### src/rtl/sector_cache_tag_and_replacement_assert.svh
// ---------------------------------------------------------------------------
// Assertion macros for the sector cache tag and replacement engine
// ---------------------------------------------------------------------------
`ifndef SECTOR_CACHE_TAG_AND_REPLACEMENT_ASSERT_SVH
`define SECTOR_CACHE_TAG_AND_REPLACEMENT_ASSERT_SVH

// Same-cycle implication, disabled during reset
`define SCT_ASSERT_IMP(lbl, clk, rst, ante, cons) \
  lbl: assert property (@(posedge clk) disable iff (rst) (ante) |-> (cons)) \
    else $error("sector cache check failed");

// Next-cycle implication, disabled during reset
`define SCT_ASSERT_NXT(lbl, clk, rst, ante, cons) \
  lbl: assert property (@(posedge clk) disable iff (rst) (ante) |=> (cons)) \
    else $error("sector cache check failed");

`endif

### src/rtl/scache_pkg.sv
// ---------------------------------------------------------------------------
// scache_pkg
// Shared types and constants of the sector cache tag and replacement engine.
// ---------------------------------------------------------------------------
package scache_pkg;

  // Parameter defaults
  localparam int ENTRIES_DEF     = 64;
  localparam int PRIO_LEVELS_DEF = 8;

  // Fixed field widths
  localparam int KIND_W  = 2;
  localparam int DISK_W  = 16;
  localparam int LBA_W   = 32;
  localparam int PREQ_W  = 3;
  localparam int SLOT_W  = 6;
  localparam int HITS_W  = 16;
  localparam int AGE_W   = 16;
  localparam int THR_W   = 16;
  localparam int EIU_W   = 7;
  localparam int CFG_W   = 16;
  localparam int CIDX_W  = 1;

  // Constants
  localparam logic [HITS_W-1:0] HITS_MAX  = 16'hffff;
  localparam logic [THR_W-1:0]  THR_RESET = 16'd4096;
  localparam logic [EIU_W-1:0]  EIU_RESET = 7'd64;

  // Beat kinds
  typedef enum logic [KIND_W-1:0] {
    KIND_ACCESS  = 2'd0,
    KIND_RELEASE = 2'd1,
    KIND_FLUSH   = 2'd2
  } kind_t;

  // Configuration register indexes
  typedef enum logic [CIDX_W-1:0] {
    REG_THRESHOLD = 1'b0,
    REG_ENTRIES   = 1'b1
  } reg_idx_t;

  // Status of one tag scan
  typedef struct packed {
    logic found;
    logic free_found;
  } scan_flags_t;

endpackage

### src/rtl/scache_scan.sv
// ---------------------------------------------------------------------------
// scache_scan
// Walks the entry stream once: first tag match, first free slot and the
// replacement victim (largest priority, fewest hits, oldest, lowest slot).
// ---------------------------------------------------------------------------
module scache_scan #(
  parameter int IDX_W  = 6,
  parameter int PRIO_W = 3
) (
  input  logic                              clk,
  input  logic                              rst,
  input  logic                              start,
  input  logic                              beat_valid,
  input  logic [IDX_W-1:0]                  beat_idx,
  input  logic                              ent_valid,
  input  logic [scache_pkg::DISK_W-1:0]     ent_disk,
  input  logic [scache_pkg::LBA_W-1:0]      ent_lba,
  input  logic [PRIO_W-1:0]                 ent_prio,
  input  logic [scache_pkg::HITS_W-1:0]     ent_hits,
  input  logic [scache_pkg::AGE_W-1:0]      ent_age,
  input  logic [scache_pkg::DISK_W-1:0]     req_disk,
  input  logic [scache_pkg::LBA_W-1:0]      req_lba,
  output scache_pkg::scan_flags_t           flags,
  output logic [IDX_W-1:0]                  match_idx,
  output logic [PRIO_W-1:0]                 match_prio,
  output logic [scache_pkg::HITS_W-1:0]     match_hits,
  output logic [scache_pkg::AGE_W-1:0]      match_age,
  output logic [IDX_W-1:0]                  free_idx,
  output logic [IDX_W-1:0]                  victim_idx
);

  import scache_pkg::*;

  logic              is_match;
  logic              better;
  logic [PRIO_W-1:0] vic_prio;
  logic [HITS_W-1:0] vic_hits;
  logic [AGE_W-1:0]  vic_age;

  // Compare this beat against the request and the current victim
  always_comb begin
    is_match = ent_valid && (ent_disk == req_disk) && (ent_lba == req_lba);
    better   = (beat_idx == '0) ||
               (ent_prio > vic_prio) ||
               ((ent_prio == vic_prio) &&
                ((ent_hits < vic_hits) ||
                 ((ent_hits == vic_hits) && (ent_age < vic_age))));
  end

  // Track the first hit and the first free slot
  always_ff @(posedge clk) begin
    if (rst || start) begin
      flags <= '0;
    end else if (beat_valid) begin
      if (is_match && !flags.found) begin
        flags.found <= 1'b1;
      end
      if (!ent_valid && !flags.free_found) begin
        flags.free_found <= 1'b1;
      end
    end
  end

  // Capture payload of the hit, the free slot and the running victim
  always_ff @(posedge clk) begin
    if (beat_valid) begin
      if (is_match && !flags.found) begin
        match_idx  <= beat_idx;
        match_prio <= ent_prio;
        match_hits <= ent_hits;
        match_age  <= ent_age;
      end
      if (!ent_valid && !flags.free_found) begin
        free_idx <= beat_idx;
      end
      if (better) begin
        victim_idx <= beat_idx;
        vic_prio   <= ent_prio;
        vic_hits   <= ent_hits;
        vic_age    <= ent_age;
      end
    end
  end

endmodule

### config.mk
export PLATFORM = sky130hd
export DESIGN_NAME = scache_scan
export DESIGN_NICKNAME = d
export VERILOG_FILES = /design/src/rtl/sector_cache_tag_and_replacement_assert.svh /design/src/rtl/scache_pkg.sv /design/src/rtl/scache_scan.sv
export SDC_FILE = /design/constraint.sdc
export NUM_CORES = 1
export LEC_CHECK = 0
export BUFFER_PORTS_ARGS = -buffer_cell sky130_fd_sc_hd__buf_2
export CAP_MARGIN = 10
export CORE_UTILIZATION = 42
export DETAILED_ROUTE_END_ITERATION = 8
export PLACE_DENSITY = 0.83
export SLEW_MARGIN = 10
export SYNTH_ARGS = -nofsm -noshare
export SYNTH_HDL_FRONTEND = slang
export SYNTH_SLANG_ARGS = --single-unit
### constraint.sdc
create_clock -name clk -period 4.3 [get_ports clk]
set_input_delay 0.645 -clock clk [delete_from_list [all_inputs] [get_ports clk]]
set_output_delay 0.645 -clock clk [all_outputs]
set_load 0.03 [all_outputs]
* Yosys cells after proc, flatten, opt, wreduce, memory -nomap -nowiden *
Index checks and enable logic that the tools add are counted.

cells by class
  $lt $le $gt $ge = 3
  eq/ne operators = 4
  reduce and logical (&&, ||, !) cells = 17

operator list
  cell                           count
  16-bit equality test           2
  32-bit equality test           1
  16-bit less-than comparator    2
  1-bit logical AND              6
  6-bit logical NOT              1
  2-bit AND reduction            3
  1-bit logical OR               4
  3-bit equality test            1
  3-bit greater-than comparator  1
  1-bit logical NOT              3

word-level totals
  flip-flop bits (word level) = 90
  logic and storage cells = 35

* Longest topological paths before layout *
Gate-level depths: netlist of run 1.

  depth in word-level cells = 6
  mapped depth = 7
  gate-level depth less buffers = 7

* Worst setup path after synthesis of run 1 *
Ideal clock, no wire load.

  path kind = input port to flip-flop
  start = input port ent_age[1] in the netlist's numbering
  end = register vic_age[0], enable pin
  setup time = 0.464 ns
  arrival = 3.730 ns
  required time = 3.836 ns
  path slack = 0.106 ns
  cell stages on the path = 5
  path buffers = 0
  cells stage by stage = ha_1 -> a2111oi_2 -> o311ai_1 -> a211o_1 -> a31oi_1

between the ends
  longest elaborated chain between the ends = 6

RTL lines
  item                           line               source
  start: declaration             scache_scan.sv:20  input logic [scache_pkg::AGE_W-1:0] ent_age,
  16-bit less-than comparator    scache_scan.sv:47  ((ent_hits == vic_hits) && (ent_age < vic_age))));
  1-bit logical AND              scache_scan.sv:47
  1-bit logical OR               scache_scan.sv:46  ((ent_hits < vic_hits) ||
  1-bit logical AND              scache_scan.sv:45  ((ent_prio == vic_prio) &&
  1-bit logical OR               scache_scan.sv:44  (ent_prio > vic_prio) ||
  2-bit AND reduction (no line)  n/a
  end signal: assignment         scache_scan.sv:80  vic_age <= ent_age;
  end: declaration               scache_scan.sv:38  logic [AGE_W-1:0] vic_age;

Every way passes these cells.
A chain may end at the register's enable or synchronous reset.

* Worst setup path in the final report of run 1 *
  start = input port ent_age[1] in the netlist's numbering
  end = register victim_idx[4], enable pin

between the ends
  longest elaborated chain between the ends = 6

RTL lines
  item                           line               source
  16-bit less-than comparator    scache_scan.sv:47
  1-bit logical AND              scache_scan.sv:47
  1-bit logical OR               scache_scan.sv:46
  1-bit logical AND              scache_scan.sv:45
  1-bit logical OR               scache_scan.sv:44
  2-bit AND reduction (no line)  n/a
  end signal: assignment         scache_scan.sv:77  victim_idx <= beat_idx;
  end: declaration               scache_scan.sv:29  output logic [IDX_W-1:0] victim_idx

Every way passes these cells.

==> impl_metrics.toml, run 1 <==
[outcome]
outcome = "finished clean"

[yosys]
synthSimpleGateAreaFrac_pct = 6.19
synth.distinct_cells = 30
yosys.area.top_type = "edfxtp_1"
synthTopCellsByArea = "edfxtp_1 64%, ha_1 10%, xor2_1 9.1%"
synthAdderAreaFrac_pct = 10.3
synth_top_family_by_area = "adder cells"
yosys_warnings = 0
synth-compound-area-share_pct = 5.28
syn_inst = 287
ys_ff_latch = 90
syn_area_um2 = 4150
synthMuxAreaShare_pct = 0
synth.avg_cell_area_um2 = 14.4
yosys.area.top_type_share_pct = 63.7
synthesis.nets = 463
synth_edf_count = 88
async_flop_share_pct = 0
ys_seq_area_share_pct = 64.7
synth_xor_area_share_pct = 10.1
synth-main-ff-cell = "edfxtp_1"

[final_layout]
layout-drive-gt1-share_pct = 43.6
area.growth.synth_to_final_pct = 33.7
post-route-util_pct = 58.9
layout_common_cells = "196 x buf_2, 88 x edfxtp_1, 43 x xor2_1"
final_net_count = 673
fill_cells = 782
final_common_cell = "buf_2"

[timing]
hold_viol = 0
period_minus_slack_ps = 2790
skew_ps = 19.3
rsz0062_at_grt = "false"
slew_headroom_pct = 26.9
max_freq_ghz = 0.359
setup_tns_ps = 0
setup_violations = 0
slew_violations = 0
period_share_pct = 64.8
worst_pin_slew_ps = 1090

[drt]
routed_via_density = 4.85
drt-pass1-iter-count = 4
num_vias = 3070
drt_iter0_drc = 95
wl_um = 9540
drt-wirelength-per-cell_um = 15.1
ant_nets = 0
drc = 0

[floorplanning]
core_area_um2 = 9420
num_rows = 35
pin_count = 197
initial_utilization_pct = 44.0
dieArea_um2 = 10300
fp.dieW_um = 101
die_h_um = 101

[worst_setup_path]
worstPathMaxFanout = 22
r2r_slack_ps = 1540
worstPathArrival_ps = 2850
path_class = "input pin to register"
path_cells = "buf_2 -> ha_1 -> a2111oi_2 -> o311ai_1 -> a211o_1 -> a31oi_4 -> buf_12"
cp_slowest_cell = "a31oi_4"
r2r_end = "victim_idx[4]"
rr_startpoint = "vic_age[1]"
end_kind = "register"
crit_required_ps = 4360
start_kind = "input pin"
critical_path.n_buffers_inverters = 2
critical_path.top_delay_family = "compound AO/OA/AOI/OAI gates"
reg2reg_depth = 7
slowest_delay_ps = 680

[hold_path]
min_path_type = "input pin to register"
min_path_cells = 2
hold_path_end = "flags[0]"
worstHoldStart = "rst"

[cts]
cts.reportedPaths.clkPinSlew_ps = 90
holdBufCountCts = 0
root_buffer = "clkbuf_8"
insertion_delay_ps = 370
htreeDepth = 3
cts_resized = 0
post_cts_buffers = 0
cts_sinks = 90
cts_tree = "built"
cts_inserted_buffers = 9
clockBufferDepth = 2

[global_route]
grt_start_max_net_pins = 25
grt_pass1_vias = 3227
grt_usage_pct = 19.4
grt_pass1_wl_um = 14700
antenna_found_initial = 2
grt_overflow = 0

[pwr]
power-per-cell-area_nw_per_um2 = 326
vdd_ir_drop_max_uv = 161
p_leak_nw = 2.51
total_power_w = 0.00181

[placed_design]
dp_hpwl_um = 7880
port_buffers = 196
gp_congestion = 0.805

[job]
max-cap-violations = 0
==> through the flow <==
step / std cells / hold slack, ps / cell area, um^2 / setup WS (ps)
after floorplan: 287 / 636 / 4150 / 106
after global placement: 615 / 508 / 5350 / 1200
after detailed placement: 615 / 506 / 5350 / 1120
after CTS: 631 / 432 / 5540 / 1510
after global routing: 633 / 425 / 5540 / 1340
final: 633 / 448 / 5540 / 1510
==> area by class of cell <==
type / count / area, um^2 / share of cell area, %
flip-flops and latches: 90 / 2680 / 48.4
multi-input cells: 159 / 1350 / 24.3
repair buffers: 199 / 1020 / 18.3
well taps: 129 / 161 / 2.91
inverters: 38 / 143 / 2.57
clock buffers: 10 / 138 / 2.48
clock inverters: 6 / 53.8 / 0.970
diodes: 2 / 5.00 / 0.0903
==> how the worst max path moves through the flow <==
stage	slack, ps	cells after the start	startpoint	to
3_5_place_dp	1120	7	ent_age[1]	victim_idx[2]
4_1_cts	1510	7	ent_age[1]	victim_idx[4]
3_3_place_gp	1200	8	ent_hits[14]	victim_idx[3]
2_1_floorplan	110	5	ent_age[1]	vic_age[0]
6_report	1510	7	ent_age[1]	victim_idx[4]
5_1_grt	1340	8	vic_hits[14]	victim_idx[3]
==> synthesized netlist by cell type, drive strengths merged (4+ instances only) <==
cell    count
a21oi      12
edfxtp     88
ha         34
inv        38
nand2       4
nand3       5
nand4       9
nor2        6
nor4       11
o21ai       4
xnor2       5
xor2       43
==> registers in the layout, indices dropped and copies added (netlist names) <==
signal / count
flags: 2
free_idx: 6
match_age: 16
match_hits: 16
match_idx: 6
match_prio: 3
vic_age: 16
vic_hits: 16
vic_prio: 3
victim_idx: 6
==> logic make-up (layout without fill, tap and decap cells) <==
| logic type | Yosys count | in the layout |
|---|---|---|
| compound gates | 33 | 33 |
| xor+xnor | 48 | 48 |
| fa+ha+maj | 34 | 34 |
| buf+inv | 38 | 253 |
| flops | 90 | 90 |
| other cells | 0 | 2 |
| simple gates | 44 | 44 |
==> power by group <==
part	switching, W	total [W]	leakage [nW]	internal (W)
Combinational	0.000135	0.000252	1.59	0.000116
Sequential	0.00000832	0.00101	0.824	0.000999
Clock	0.000313	0.000550	0.0958	0.000237
==> layer usage <==
metal / up-vias / share of wire (%) / global-route usage [%]
met5: - / 0 / 0
met4: 0 / 3.3 / 12.5
met3: 27 / 5.4 / 4.21
met2: 141 / 55 / 36.7
met1: 1426 / 36 / 19.1
li1: 1476 / - / -
Power figures use the tool's default switching activity.
==> run 2, diff against run 1 <==
CORE_UTILIZATION = 47   (was 42)
PLACE_DENSITY = 0.88   (was 0.83)
clock period = 2.66 ns   (was 4.3 ns; I/O delays follow)
==> impl_metrics.toml, run 2 (synthesis gave the netlist of run 1 again) <==
[global_route]
grt_pass1_wl_um = 13900
grt_usage_pct = 20.6
grt_overflow = 0
grt_start_max_net_pins = 28
antenna_found_initial = 1
grt_pass1_vias = 3142

[hold_path]
min_path_type = "input pin to register"
worstHoldStart = "start"

[drt]
num_vias = 3020
top_layer = "met4"
routed_via_density = 4.95
wl_met3_um = 710
drt_iter0_drc = 70
drc = 0
wl_um = 9240
m1WireLength_um = 3560
drt-pass1-iter-count = 4
met2_length_um = 4730
ant_nets = 0
drt-wirelength-per-cell_um = 15.2

[job]
max-cap-violations = 0

[final_layout]
final_net_count = 675
finalInstanceArea_um2 = 5560
final_common_cell = "buf_2"
layout.cells.non_filler = 610
area.growth.synth_to_final_pct = 34.2
fill_cells = 636
layout_common_cells = "196 x buf_2, 88 x edfxtp_1, 43 x xor2_1"
seqCellArea_um2 = 2680
layout-drive-gt1-share_pct = 44.0
multiInputGateArea_um2 = 1360
post-route-util_pct = 66.4

[timing]
max_freq_ghz = 0.417
period_share_pct = 90.2
rsz0062_at_grt = "false"
skew_ps = 11.0
slew_headroom_pct = 77.6
worst_pin_slew_ps = 337
setup_violations = 0
period_minus_slack_ps = 2400
hold_viol = 0
setup_slack_ps = 262
slew_violations = 0
setup_tns_ps = 0

[worst_setup_path]
worstPathMaxFanout = 10
rr_startpoint = "vic_hits[14]"
crit_required_ps = 2720
end_kind = "register"
worstPathArrival_ps = 2460
start_kind = "register"
critPathLaunch = "vic_hits[14]"
path_class = "register to register"

[cts]
cts_resized = 0
insertion_delay_ps = 360
clockBufferDepth = 2
post_cts_buffers = 0
htreeDepth = 3
root_buffer = "clkbuf_8"
cts_inserted_buffers = 9
cts_sinks = 90
cts.reportedPaths.clkPinSlew_ps = 90
holdBufCountCts = 0
cts_tree = "built"

[floorplanning]
dieArea_um2 = 9200
core_area_um2 = 8380
num_rows = 33
fp.dieW_um = 95.9
initial_utilization_pct = 49.5
die_h_um = 95.9
pin_count = 197

[placed_design]
gp_congestion = 0.875
dp_hpwl_um = 7510
place_ws_ps = 117
placed_area_um2 = 5350
dp_cells = 593
port_buffers = 196

[pwr]
p_leak_nw = 2.55
vdd_ir_drop_max_uv = 371
power-per-cell-area_nw_per_um2 = 546

[outcome]
outcome = "finished clean"
==> run 2: layout make-up <==
cell class	count	area share, %
Inverter	38	2.56
Antenna cell	1	0.0450
Multi-Input combinational cell	159	24.4
Tap cell	105	2.36
Clock inverter	7	1.64
Clock buffer	9	2.23
Sequential cell	90	48.2
Timing Repair Buffer	201	18.5
==> run 2: power by group <==
group	leakage [nW]	internal (W)	total, W	switching [W]
Combinational	1.61	0.000192	0.000413	0.000221
Sequential	0.824	0.00161	0.00163	0.0000128
Clock	0.111	0.000529	0.000999	0.000470
==> run 2: per-stage QoR <==
step | hold slack (ps) | total power (W)
after detailed placement | 484 | 0.00207
after floorplan | 476 | 0.00186
final | 222 | 0.00304
after global placement | 470 | 0.00205
after CTS | 208 | 0.00306
after global routing | 207 | 0.00316
==> run 2: path summary, 6_finish.rpt <==
| path | endpoint | slack (ps) | depth (start not counted) |
|---|---|---|---|
| setup / recovery | victim_idx[1] | 260 | 8 |
| hold / removal | flags[0] | 220 | 2 |
| setup reg to reg | victim_idx[1] | 260 | 8 |
| hold reg to reg | flags[1] | 500 | 1 |
==> run 2: critical path, stage by stage, from the launching register on <==
cell and delay [ps]:
edfxtp_1 350, inv_1 50, ha_1 280, nand4_1 170, nor3_1 240, o211ai_1 120
a211o_1 290, a31oi_4 340, buf_4 250
==> run 2: per-layer routing <==
| metal | up-vias | GRT usage (%) |
|---|---|---|
| met5 | - | 0 |
| met4 | 0 | 8.21 |
| met3 | 25 | 6.08 |
| met2 | 135 | 38.3 |
| met1 | 1380 | 21.8 |
| li1 | 1480 | - |
